### config.mk
export PLATFORM = sky130hd
export DESIGN_NAME = cgil_div
export DESIGN_NICKNAME = d
export VERILOG_FILES = /design/src/design/cgil_pkg.sv /design/src/design/cgil_div.sv
export SDC_FILE = /design/constraint.sdc
export NUM_CORES = 1
export LEC_CHECK = 0
export ABC_AREA = 1
export BUFFER_PORTS_ARGS = -buffer_cell sky130_fd_sc_hd__buf_2
export CELL_PAD_IN_SITES_DETAIL_PLACEMENT = 0
export CELL_PAD_IN_SITES_GLOBAL_PLACEMENT = 1
export CORE_MARGIN = 2
export CORE_UTILIZATION = 52
export DETAILED_ROUTE_END_ITERATION = 8
export GPL_TIMING_DRIVEN = 0
export HOLD_SLACK_MARGIN = 0.03
export PLACE_DENSITY_LB_ADDON = 0.2
export SYNTH_ARGS = -nofsm -noshare
export SYNTH_HDL_FRONTEND = slang
export SYNTH_SLANG_ARGS = --single-unit
### constraint.sdc
create_clock -name clock -period 4.5 [get_ports clock]
set_input_delay 0.675 -clock clock [delete_from_list [all_inputs] [get_ports clock]]
set_output_delay 0.675 -clock clock [all_outputs]
set_load 0.03 [all_outputs]
### src/design/cgil_pkg.sv
package cgil_pkg;

   localparam int MAX_GRID_DIM_DEF = 64;

   localparam int LOG_FRAC = 16;
   localparam int LOG_W    = 21;
   localparam int LOG_LAT  = LOG_FRAC + 1;

   localparam int INDEX_W = 18;

   localparam logic [2:0] CSR_SCREEN_WIDTH  = 3'd0;
   localparam logic [2:0] CSR_SCREEN_HEIGHT = 3'd1;
   localparam logic [2:0] CSR_TILES_ACROSS  = 3'd2;
   localparam logic [2:0] CSR_TILES_DOWN    = 3'd3;
   localparam logic [2:0] CSR_DEPTH_SLICES  = 3'd4;
   localparam logic [2:0] CSR_NEAR_DEPTH    = 3'd5;
   localparam logic [2:0] CSR_FAR_DEPTH     = 3'd6;
   localparam logic [2:0] CSR_SLICE_MODE    = 3'd7;

   localparam logic [11:0] RST_SCREEN_WIDTH  = 12'd1920;
   localparam logic [11:0] RST_SCREEN_HEIGHT = 12'd1080;
   localparam logic [6:0]  RST_TILES_ACROSS  = 7'd16;
   localparam logic [6:0]  RST_TILES_DOWN    = 7'd9;
   localparam logic [6:0]  RST_DEPTH_SLICES  = 7'd24;
   localparam logic [31:0] RST_NEAR_DEPTH    = 32'd6554;
   localparam logic [31:0] RST_FAR_DEPTH     = 32'd65536000;
   localparam logic        RST_SLICE_MODE    = 1'b1;

   typedef struct packed {
      logic below;
      logic beyond;
      logic flat;
   } slice_flags_type;

endpackage

### src/design/cgil_div.sv
module cgil_div
   import cgil_pkg::*;
#(
   parameter int NW = 39,
   parameter int DW = 32,
   parameter int QB = 7
) (
   input  logic          clock,
   input  logic          en,
   input  logic [NW-1:0] num,
   input  logic [DW-1:0] den,
   output logic [QB-1:0] quot,
   output logic          over
);

   localparam int W = (NW > DW + QB) ? NW : DW + QB;

   logic [W-1:0]  rem_ff [0:QB];
   logic [DW-1:0] d_ff   [0:QB];
   logic [QB-1:0] q_ff   [0:QB];
   logic          ov_ff  [0:QB];

   always_ff @(posedge clock) begin
      if (en) begin
         rem_ff[0] <= W'(num);
         d_ff[0]   <= den;
         q_ff[0]   <= '0;
         ov_ff[0]  <= (W'(num) >= (W'(den) << QB));
      end
   end

   for (genvar k = 1; k <= QB; k++) begin : g_bit
      logic [W-1:0]  sh;
      logic [W-1:0]  rem_in;
      logic [QB-1:0] q_in;

      always_comb begin
         sh     = W'(d_ff[k-1]) << (QB - k);
         rem_in = rem_ff[k-1];
         q_in   = q_ff[k-1];
         if (rem_ff[k-1] >= sh) begin
            rem_in       = rem_ff[k-1] - sh;
            q_in[QB - k] = 1'b1;
         end
      end

      always_ff @(posedge clock) begin
         if (en) begin
            rem_ff[k] <= rem_in;
            d_ff[k]   <= d_ff[k-1];
            q_ff[k]   <= q_in;
            ov_ff[k]  <= ov_ff[k-1];
         end
      end
   end

   assign quot = q_ff[QB];
   assign over = ov_ff[QB];

endmodule

==> flow_summary.yaml, run 1 <==
outcome:
  run_status: "finished clean"
timing:
  max_slew_margin_pct: 30.2
  fin_worst_hold_slack_ns: 0.195
  setup_viol_count_final: 0
  fin_skew_ns: 0.0333
  final_hold_viol_count: 0
  setup_total_negative_slack_ns: 0
  fmax_mhz: 307
  final.setup.worst_slack_ns: 1.25
  final-max-slew-violation-count: 0
  period_share_pct: 72.3
  final.min_clock_period_ns: 3.25
  slew_of_the_pin_with_the_lowest_slew_margin_ns: 1.04
  grt_setup_unrepaired: "no"
yosys:
  seq_area_frac_synth_pct: 43.1
  netlist.top_cell.by_area: "sky130_fd_sc_hd__edfxtp_1"
  synthesized_cell_area_um2: 37100
  synth_top_area_share_pct: 43.1
  yosys_register_bits: 533
  post_synth_main_area_contributors: "sky130_fd_sc_hd__edfxtp_1 43%, sky130_fd_sc_hd__nand2_1 20%, sky130_fd_sc_hd__inv_1 9.7%, sky130_fd_sc_hd__ha_1 8.6%, sky130_fd_sc_hd__nor2_1 3.7%"
  synth.net_count: 5299
  synth-warning-count: 0
  syn_avg_cell_area_um2: 7.47
  synth.lib_cells_used.distinct: 43
  synthesis.instances: 4964
clock_network:
  cts_max_level: 2
  clk-insertion-delay-late_ns: 0.66
  worst_setup_hold_path_clk_slew_ns: 0.06
  cts_made_buffers: 60
  ctsResizeCount: 0
  cts-root-buf: "sky130_fd_sc_hd__clkbuf_16"
  total_number_of_clock_tree_sinks: 533
  tritoncts: "built"
  holdBufCountCts: 0
  post-cts-setup-buffer-count: 0
  ctsLongestPathBuffers: 3
place:
  post_dp_cell_area_um2: 38800
  dpl_worst_slack_ns: 1.29
  port_buffers: 80
  dp.cells: 5988
  place.gp.congestion: 1.02
  dpl.hpwl_um: 95600
drt:
  drt_iter0_drc: 1585
  postRouteAntennaNets: 0
  drt_pre_antenna_iters: 5
  final_routed_wire_length_divided_by_cell_count_um: 18.7
  finalWirelength_um: 114000
  detail_route.vias_per_cell: 5.06
  drc: 0
  via_count_of_the_routed_design: 30900
layout:
  final_cell_mix: "1950 x sky130_fd_sc_hd__nand2_1, 957 x sky130_fd_sc_hd__inv_1, 533 x sky130_fd_sc_hd__edfxtp_1, 367 x sky130_fd_sc_hd__nor2_1, 257 x sky130_fd_sc_hd__nand3_1"
  insertedDiodeCount: 0
  fin_nets: 5445
  layout_commonest_cell: "sky130_fd_sc_hd__nand2_1"
  final_cell_area_um2: 40900
  drive_gt1_share_pct: 5.54
  layout-area-overhead-vs-synth_pct: 10.3
  finalCoreUtilization_pct: 58.2
  fin_cells: 6100
worst_setup_path:
  crit_required_ns: 4.88
  critical_path_cell_with_the_highest_stage_delay: "sky130_fd_sc_hd__fa_1"
  critPathMaxStageDelay_ns: 0.57
  crit_path_cells: "inv_1 -> ha_1 -> inv_1 -> fa_1 -> nand3_1 -> nand3_1 -> nand3_1 -> nand3_1 -> nand2_1 -> nand2_1 -> nand2_2 -> nand2_4 -> buf_4 -> nand3_1 -> nand2_1"
  worst_setup_path_category: "flop to flop"
  rrSetupSlack_ns: 1.25
  timing.critical_path.max_delay_family: "simple AND/OR/NAND/NOR gates"
  timing.critical_path.from_type: "flop"
  critical_path_arrival_ns: 3.64
  worst_path_most_repeated_cell: "sky130_fd_sc_hd__nand3_1"
  critical_path.max_fanout: 10
  setup.worst_path.end_class: "flop"
  path_buf_inv: 3
power:
  irDropWorstVdd_mv: 0.392
  power_density_nw_per_um2: 551
  static-leakage-power_nw: 20.9
  fin_total_pwr_mw: 22.5
floorplanning:
  die-width_um: 271
  die_height_um: 271
  fp.coreArea_um2: 70400
  initial_core_util_pct: 52.7
  ios: 81
  std_cell_rows: 97
  fp.dieArea_um2: 73500
global_routing:
  global_route_wire_length_before_repair_um: 172000
  grt_pass1_vias: 31400
  largest_net_degree_at_the_start_of_global_routing: 138
  grt_overall_usage_pct: 31.2
  number_of_antenna_violations_at_the_first_check_in_global_routing: 0
  grt_overflow: 0
flow_run:
  cap_violations: 0
hold_path:
  worst_hold_path_type: "input port to flop"
## final timing paths
kind,start,end,cells after the start
max,rem_ff[3][3],rem_ff[4][27],15
min,num[2],rem_ff[0][2],1
max reg2reg,rem_ff[3][3],rem_ff[4][27],15
min reg2reg,q_ff[1][18],q_ff[1][25],0
## registers in the layout, indices dropped and copies added (netlist names)
register and count:
d_ff 224, ov_ff 8, q_ff 28, rem_ff 273
## worst register-to-register path, cell delays in order (launching register included)
cell	delay (ns)
sky130_fd_sc_hd__edfxtp_1	0.38
sky130_fd_sc_hd__inv_1	0.10
sky130_fd_sc_hd__ha_1	0.21
sky130_fd_sc_hd__inv_1	0.16
sky130_fd_sc_hd__fa_1	0.57
sky130_fd_sc_hd__nand3_1	0.15
sky130_fd_sc_hd__nand3_1	0.14
sky130_fd_sc_hd__nand3_1	0.10
sky130_fd_sc_hd__nand3_1	0.24
sky130_fd_sc_hd__nand2_1	0.13
sky130_fd_sc_hd__nand2_1	0.11
sky130_fd_sc_hd__nand2_2	0.09
sky130_fd_sc_hd__nand2_4	0.14
sky130_fd_sc_hd__buf_4	0.25
sky130_fd_sc_hd__nand3_1	0.12
sky130_fd_sc_hd__nand2_1	0.08
## cell usage after synthesis, drive strengths merged
cell	number
nor4b	1
or2	2
o211ai	7
o21a	4
a21oi	189
nand3	271
edfxtp	533
nor2	379
inv	965
and2	4
clkinv	2
and3b	1
buf	37
xor2	89
xnor2	5
nor3	63
fa	6
ha	256
nor2b	1
nand3b	54
a31oi	2
o21bai	20
nand4	48
a211oi	1
nand2	1963
a21o	2
and3	2
o21ai	49
o31ai	1
nor4	7
## layout make-up
type,instances,area [µm²]
plain buffers,37,325
clock buffers,65,1520
clock inverters,47,613
fillers,6736,29500
inverters,967,3630
multi-input cells,3427,17100
flip-flops and latches,533,16000
well taps,940,1180
repair buffers,84,520
## cell families after synthesis
kind of cell               after synthesis  share of synthesized area (%)
and+or+nand+nor                       2796                           30.9
buffers and inverters                 1004                           10.7
xor gates and xnor gates                94                           2.22
AOI/OAI and AO/OA                      275                           4.09
DFF                                    533                           43.1
adders and majority gates              262                           8.96
## metal layers
layer	track usage, %	vias up	part of all wire [%]
li1	-	16000	-
met1	28.6	13700	34
met2	60.7	721	53
met3	2.88	407	2.7
met4	27.8	0	11
met5	0	-	0
## report_power, final
part	switching (mW)	internal, mW
sequential	0.577	6.85
combinational	6.71	3.18
clock	2.11	3.11
total	9.40	13.1
(Power assumes the default switching activity.)
==> inputs of run 2 (changes only) <==
--- a/config.mk
+++ b/config.mk
@@ -5,12 +5,12 @@
 export SDC_FILE = /design/constraint.sdc
 export NUM_CORES = 1
 export LEC_CHECK = 0
-export ABC_AREA = 1
+export ABC_AREA = 0
 export BUFFER_PORTS_ARGS = -buffer_cell sky130_fd_sc_hd__buf_2
 export CELL_PAD_IN_SITES_DETAIL_PLACEMENT = 0
 export CELL_PAD_IN_SITES_GLOBAL_PLACEMENT = 1
 export CORE_MARGIN = 2
-export CORE_UTILIZATION = 52
+export CORE_UTILIZATION = 51
 export DETAILED_ROUTE_END_ITERATION = 8
 export GPL_TIMING_DRIVEN = 0
 export HOLD_SLACK_MARGIN = 0.03
==> constraint.sdc (replaced) <==
create_clock -name clock -period 3 [get_ports clock]
set_input_delay 0.45 -clock clock [delete_from_list [all_inputs] [get_ports clock]]
set_output_delay 0.45 -clock clock [all_outputs]
set_load 0.03 [all_outputs]
==> run 2 against run 1 <==
The run now ends with setup timing left; maximum frequency fell by 5.8%; global-route usage decreased by 5.9 points; non-clock buffer count rose by 304; combinational power up 68%.
==> flow_summary.yaml, run 2 <==
floorplanning:
  fp.dieArea_um2: 62700
  fp.coreArea_um2: 60200
  die-width_um: 250
  ios: 81
  initial_core_util_pct: 51.4
  std_cell_rows: 90
  die_height_um: 250
clock_network:
  cts_max_level: 2
  tritoncts: "built"
  worst_setup_hold_path_clk_slew_ns: 0.06
  total_number_of_clock_tree_sinks: 533
  cts-root-buf: "sky130_fd_sc_hd__clkbuf_16"
  clk-insertion-delay-late_ns: 0.62
  ctsLongestPathBuffers: 3
  cts_made_buffers: 59
timing:
  max_slew_margin_pct: 33.2
  fmax_mhz: 290
  fin_skew_ns: 0.0235
  final-max-slew-violation-count: 0
  slew_of_the_pin_with_the_lowest_slew_margin_ns: 0.994
  setup_viol_count_final: 211
  final.min_clock_period_ns: 3.45
  final_hold_viol_count: 0
  grt_setup_unrepaired: "yes"
  period_share_pct: 115
  final.setup.worst_slack_ns: -0.453
  setup_total_negative_slack_ns: -41.89
worst_setup_path:
  worst_path_most_repeated_cell: "sky130_fd_sc_hd__a2111oi_4"
  critical_path_arrival_ns: 3.82
  crit_path_cells: "ha_4 -> a2111oi_4 -> a21oi_4 -> a211oi_4 -> o2111ai_1 -> and2_4 -> a221o_1 -> a2111oi_4 -> buf_6 -> buf_8 -> mux2_4"
  path_buf_inv: 2
  crit_required_ns: 3.37
  timing.critical_path.max_delay_family: "compound AO/OA/AOI/OAI gates"
  critical_path.max_fanout: 6
  timing.critical_path.from_type: "flop"
  critPathMaxStageDelay_ns: 0.43
  worst_setup_path_category: "flop to flop"
  setup.worst_path.end_class: "flop"
  rrSetupSlack_ns: -0.45
  critical_path_cell_with_the_highest_stage_delay: "sky130_fd_sc_hd__edfxtp_1"
global_routing:
  grt_pass1_vias: 23100
  grt_overall_usage_pct: 25.3
  number_of_antenna_violations_at_the_first_check_in_global_routing: 0
  largest_net_degree_at_the_start_of_global_routing: 143
  global_route_wire_length_before_repair_um: 125000
  grt_overflow: 0
drt:
  drt_iter0_drc: 1335
  postRouteAntennaNets: 0
  detail_route.vias_per_cell: 5.62
  via_count_of_the_routed_design: 23100
  drt_pre_antenna_iters: 5
  drc: 0
  final_routed_wire_length_divided_by_cell_count_um: 19.8
  finalWirelength_um: 81300
yosys:
  netlist.top_cell.by_area: "sky130_fd_sc_hd__edfxtp_1"
  yosys_most_used_dff: "sky130_fd_sc_hd__edfxtp_1"
  synth.net_count: 3205
  synth_top_area_share_pct: 51.7
  async_flop_share_pct: 0
  synth.lib_cells_used.distinct: 71
  post_synth_main_area_contributors: "sky130_fd_sc_hd__edfxtp_1 52%, sky130_fd_sc_hd__ha_1 10%, sky130_fd_sc_hd__a21oi_1 4.3%, sky130_fd_sc_hd__inv_1 3.7%, sky130_fd_sc_hd__o21ai_0 3.3%"
  syn_avg_cell_area_um2: 10.8
  synthMostInstantiatedCell: "sky130_fd_sc_hd__edfxtp_1"
  synth_top_cells_by_count: "533 x sky130_fd_sc_hd__edfxtp_1, 306 x sky130_fd_sc_hd__inv_1, 268 x sky130_fd_sc_hd__a21oi_1"
  synthesis.instances: 2870
  synthesized_cell_area_um2: 31000
  synth-warning-count: 0
  synth_enable_flop_cells: 533
  seq_area_frac_synth_pct: 51.7
  yosys_register_bits: 533
outcome:
  violations: "setup timing"
  run_status: "finished with violations"
place:
  place.gp.congestion: 1.01
  dp.cells: 3737
  dpl.hpwl_um: 55500
  port_buffers: 80
  post_dp_cell_area_um2: 32800
power:
  irDropWorstVdd_mv: 0.518
  power_density_nw_per_um2: 870
  fin_total_pwr_mw: 35.8
  static-leakage-power_nw: 16.7
layout:
  fin_cells: 4111
  max_flop_register: "rem_ff"
  insertedDiodeCount: 0
  reg.largest.list: "rem_ff x273, d_ff x224, q_ff x28"
  final_cell_mix: "533 x sky130_fd_sc_hd__edfxtp_1, 283 x sky130_fd_sc_hd__inv_1, 204 x sky130_fd_sc_hd__a21oi_1, 187 x sky130_fd_sc_hd__ha_1, 166 x sky130_fd_sc_hd__nand2_1"
  largest_register_ff_count: 273
  final_cell_area_um2: 41200
  fin_nets: 3617
  layout-area-overhead-vs-synth_pct: 33.0
  layout_commonest_cell: "sky130_fd_sc_hd__edfxtp_1"
  drive_gt1_share_pct: 28.3
flow_run:
  cap_violations: 0
hold_path:
  worst_hold_path_type: "input port to flop"
[run 2: routing by layer]
| layer | share of wire (%) | wire, µm | vias to the layer above | GRT usage, % |
|---|---|---|---|---|
| met2 | 51 | 41400 | 598 | 46.0 |
| li1 | - | - | 11400 | - |
| met4 | 7.4 | 5990 | 0 | 15.2 |
| met5 | 0 | 0 | - | 0 |
| met3 | 3.0 | 2410 | 219 | 2.90 |
| met1 | 39 | 31500 | 10900 | 28.5 |
[run 2: path summary, 6_finish.rpt]
check,startpoint,endpoint,cells after the start
worst max register to register,rem_ff[2][10],rem_ff[3][5],11
worst max-delay path,rem_ff[2][10],rem_ff[3][5],11
worst min register to register,q_ff[1][3],q_ff[1][10],0
worst min-delay path,en,ov_ff[0],1
[run 2: worst reg2reg max path: stages (launching register included)]
cell and delay (ns):
sky130_fd_sc_hd__edfxtp_1 0.43, sky130_fd_sc_hd__ha_4 0.29, sky130_fd_sc_hd__a2111oi_4 0.39, sky130_fd_sc_hd__a21oi_4 0.14
sky130_fd_sc_hd__a211oi_4 0.31, sky130_fd_sc_hd__o2111ai_1 0.14, sky130_fd_sc_hd__and2_4 0.18, sky130_fd_sc_hd__a221o_1 0.35
sky130_fd_sc_hd__a2111oi_4 0.33, sky130_fd_sc_hd__buf_6 0.20, sky130_fd_sc_hd__buf_8 0.15, sky130_fd_sc_hd__mux2_4 0.30
[run 2: cells by family after synthesis]
| logic type | share of synthesized area (%) |
|---|---|
| buffers and inverters | 4.73 |
| AND/OR/NAND/NOR | 10.6 |
| AO/OA/AOI/OAI | 16.1 |
| flip-flops | 51.7 |
| adder cells (fa/ha/maj) | 10.7 |
| multiplexers | 1.09 |
| XOR/XNOR | 5.09 |
[run 2: final cells by class]
type | count | area, µm²
Sequential cell | 533 | 16000
Clock buffer | 65 | 1520
Inverter | 308 | 1170
Fill cell | 4281 | 19100
Multi-Input combinational cell | 1955 | 16700
Tap cell | 782 | 978
Clock inverter | 43 | 510
Buffer | 53 | 698
Timing Repair Buffer | 372 | 3560
[run 2: power by group]
group	internal (mW)	switching [mW]
clock	4.58	2.90
combinational	7.93	8.71
sequential	10.5	1.21
[run 2: repair_timing]
item	in CTS	in global routing
hold buffers	71	0
endpoints found under the hold margin	71	0
resized for setup	605	323
gates cloned	19	6
setup buffers	122	78
endpoints found under the setup margin	219	220
pin swaps	135	146
[run 2: through the flow]
| step | worst slack, ns | util [%] | hold slack [ns] |
|---|---|---|---|
| 6_report | -0.453 | 68.4 | 0.287 |
| 5_1_grt | -0.554 | 68.4 | 0.280 |
| 2_1_floorplan | -0.267 | - | 0.400 |
| 4_1_cts | -0.480 | 65.2 | 0.252 |
| 3_5_place_dp | -1.23 | 54.5 | 0.405 |
| 3_3_place_gp | -5.75 | 54.2 | 0.400 |
==> inputs of run 3 (changes only) <==
--- a/config.mk
+++ b/config.mk
@@ -15,6 +15,7 @@
 export GPL_TIMING_DRIVEN = 0
 export HOLD_SLACK_MARGIN = 0.03
 export PLACE_DENSITY_LB_ADDON = 0.2
+export SKIP_CTS_REPAIR_TIMING = 1
 export SYNTH_ARGS = -nofsm -noshare
 export SYNTH_HDL_FRONTEND = slang
 export SYNTH_SLANG_ARGS = --single-unit
==> run 3 against run 2 <==
The flow still finishes with violations (setup timing); cell count shrank 1.7%; die area is the same; setup slack worse by 0.13 ns; global-route usage shrank 2.7 points.
==> flow_summary.yaml, run 3 (synthesized netlist as in run 2, its figures left out) <==
timing:
  max_slew_margin_pct: 43.5
  fin_skew_ns: 0.0222
  fmax_mhz: 279
  period_share_pct: 119
  setup_total_negative_slack_ns: -54.94
  setup_viol_count_final: 203
  grt_setup_unrepaired: "yes"
  final_hold_viol_count: 0
  final.min_clock_period_ns: 3.58
  slew_of_the_pin_with_the_lowest_slew_margin_ns: 0.841
  final-max-slew-violation-count: 0
  final.setup.worst_slack_ns: -0.585
worst_setup_path:
  reg2reg_from: "rem_ff[2][14]"
  worst_r2r_path_depth: 12
  crit_path_start: "rem_ff[2][14]"
  timing.critical_path.from_type: "flop"
  rrSetupSlack_ns: -0.58
  cp-endpoint: "rem_ff[3][5]"
  critical_path_arrival_ns: 3.95
  setup.worst_path.end_class: "flop"
  crit_required_ns: 3.36
  critical_path.max_fanout: 6
  worst_setup_path_category: "flop to flop"
  worst_r2r_endpoint: "rem_ff[3][5]"
power:
  irDropWorstVdd_mv: 0.530
  power_density_nw_per_um2: 861
  static-leakage-power_nw: 15.8
  fin_total_pwr_mw: 33.9
floorplanning:
  fp.dieArea_um2: 62700
  ios: 81
  die-width_um: 250
  std_cell_rows: 90
  fp.coreArea_um2: 60200
  initial_core_util_pct: 51.4
  die_height_um: 250
clock_network:
  total_number_of_clock_tree_sinks: 533
  cts_made_buffers: 59
  clk-insertion-delay-late_ns: 0.62
  ctsLongestPathBuffers: 3
  cts-root-buf: "sky130_fd_sc_hd__clkbuf_16"
  cts_max_level: 2
  tritoncts: "built"
  worst_setup_hold_path_clk_slew_ns: 0.06
place:
  post_dp_cell_area_um2: 32800
  dpl.hpwl_um: 55500
  port_buffers: 80
  dp.cells: 3737
  dpl_worst_slack_ns: -1.23
  place.gp.congestion: 1.01
layout:
  fin_cells: 4040
  seq_area_um2: 16000
  multi_input_area_um2: 15800
  max_flop_register: "rem_ff"
  reg.largest.list: "rem_ff x273, d_ff x224, q_ff x28"
  layout-area-overhead-vs-synth_pct: 27.1
  final_cell_area_um2: 39400
  final_cell_mix: "533 x sky130_fd_sc_hd__edfxtp_1, 291 x sky130_fd_sc_hd__inv_1, 220 x sky130_fd_sc_hd__a21oi_1, 202 x sky130_fd_sc_hd__nand2_1, 196 x sky130_fd_sc_hd__ha_1"
  insertedDiodeCount: 0
  largest_register_ff_count: 273
  n_fill_cell: 4536
  drive_gt1_share_pct: 22.5
  fin_nets: 3546
  layout_commonest_cell: "sky130_fd_sc_hd__edfxtp_1"
global_routing:
  use_met1_pct: 27.0
  grt_pass1_vias: 21300
  grt.met2_usage_pct: 40.3
  grt_overflow: 0
  global_route_wire_length_before_repair_um: 112000
  busiest_grt_layer: "met2"
  largest_net_degree_at_the_start_of_global_routing: 143
  use_met3_pct: 2.76
  number_of_antenna_violations_at_the_first_check_in_global_routing: 0
  grt_overall_usage_pct: 22.5
flow_run:
  cap_violations: 0
drt:
  drc: 0
  drt_pre_antenna_iters: 5
  finalWirelength_um: 78200
  final_routed_wire_length_divided_by_cell_count_um: 19.3
  postRouteAntennaNets: 0
  detail_route.vias_per_cell: 5.58
  via_count_of_the_routed_design: 22500
  drt_iter0_drc: 1286
outcome:
  violations: "setup timing"
  run_status: "finished with violations"
hold_path:
  worst_hold_path_type: "input port to flop"
==> run 3: critical path: stages (launching register included) <==
cell and delay (ns):
sky130_fd_sc_hd__edfxtp_1 0.45, sky130_fd_sc_hd__ha_4 0.27, sky130_fd_sc_hd__a21oi_2 0.15, sky130_fd_sc_hd__o21ai_2 0.09, sky130_fd_sc_hd__a211o_1 0.35, sky130_fd_sc_hd__a211oi_4 0.27, sky130_fd_sc_hd__o2111ai_1 0.16, sky130_fd_sc_hd__and2_4 0.19
sky130_fd_sc_hd__a221o_1 0.36, sky130_fd_sc_hd__a2111oi_4 0.39, sky130_fd_sc_hd__buf_6 0.20, sky130_fd_sc_hd__buf_8 0.13, sky130_fd_sc_hd__mux2_4 0.29
==> run 3: worst min-delay path by stage <==
stage | start | to | cells past startpoint
finish | en | ov_ff[0] | 1
global route | en | ov_ff[0] | 1
CTS | den[14] | d_ff[0][14] | 1
detailed placement | q_ff[1][3] | q_ff[1][10] | 0
global placement | q_ff[0][26] | q_ff[1][5] | 0
floorplan | ov_ff[0] | ov_ff[1] | 0
==> run 3: per-stage QoR <==
| step | hold slack, ns | util, % |
|---|---|---|
| floorplan | 0.400 | - |
| global placement | 0.400 | 54.2 |
| detailed placement | 0.405 | 54.5 |
| CTS | -0.0234 | 57.8 |
| global route | 0.277 | 65.3 |
| finish | 0.277 | 65.3 |
==> run 3: layer usage <==
layer / up-vias / routed length, µm
met5: - / 0
met4: 0 / 4440
met1: 10600 / 31000
met2: 532 / 40300
li1: 11200 / -
met3: 181 / 2400
==> run 3: power by group <==
group | internal, mW | leakage, nW | total (mW) | switching [mW]
combinational | 6.81 | 9.67 | 14.8 | 8.03
clock | 4.58 | 0.990 | 7.46 | 2.88
sequential | 10.5 | 5.18 | 11.6 | 1.08
==> run 3: final cells by class <==
type,count,share of cell area [%]
clock inverter,43,1.30
tap,782,2.49
timing repair buffer,294,6.82
inverter,308,2.98
clock buffer,65,3.86
buffer,60,1.73
sequential,533,40.7
multi-input combinational,1955,40.2
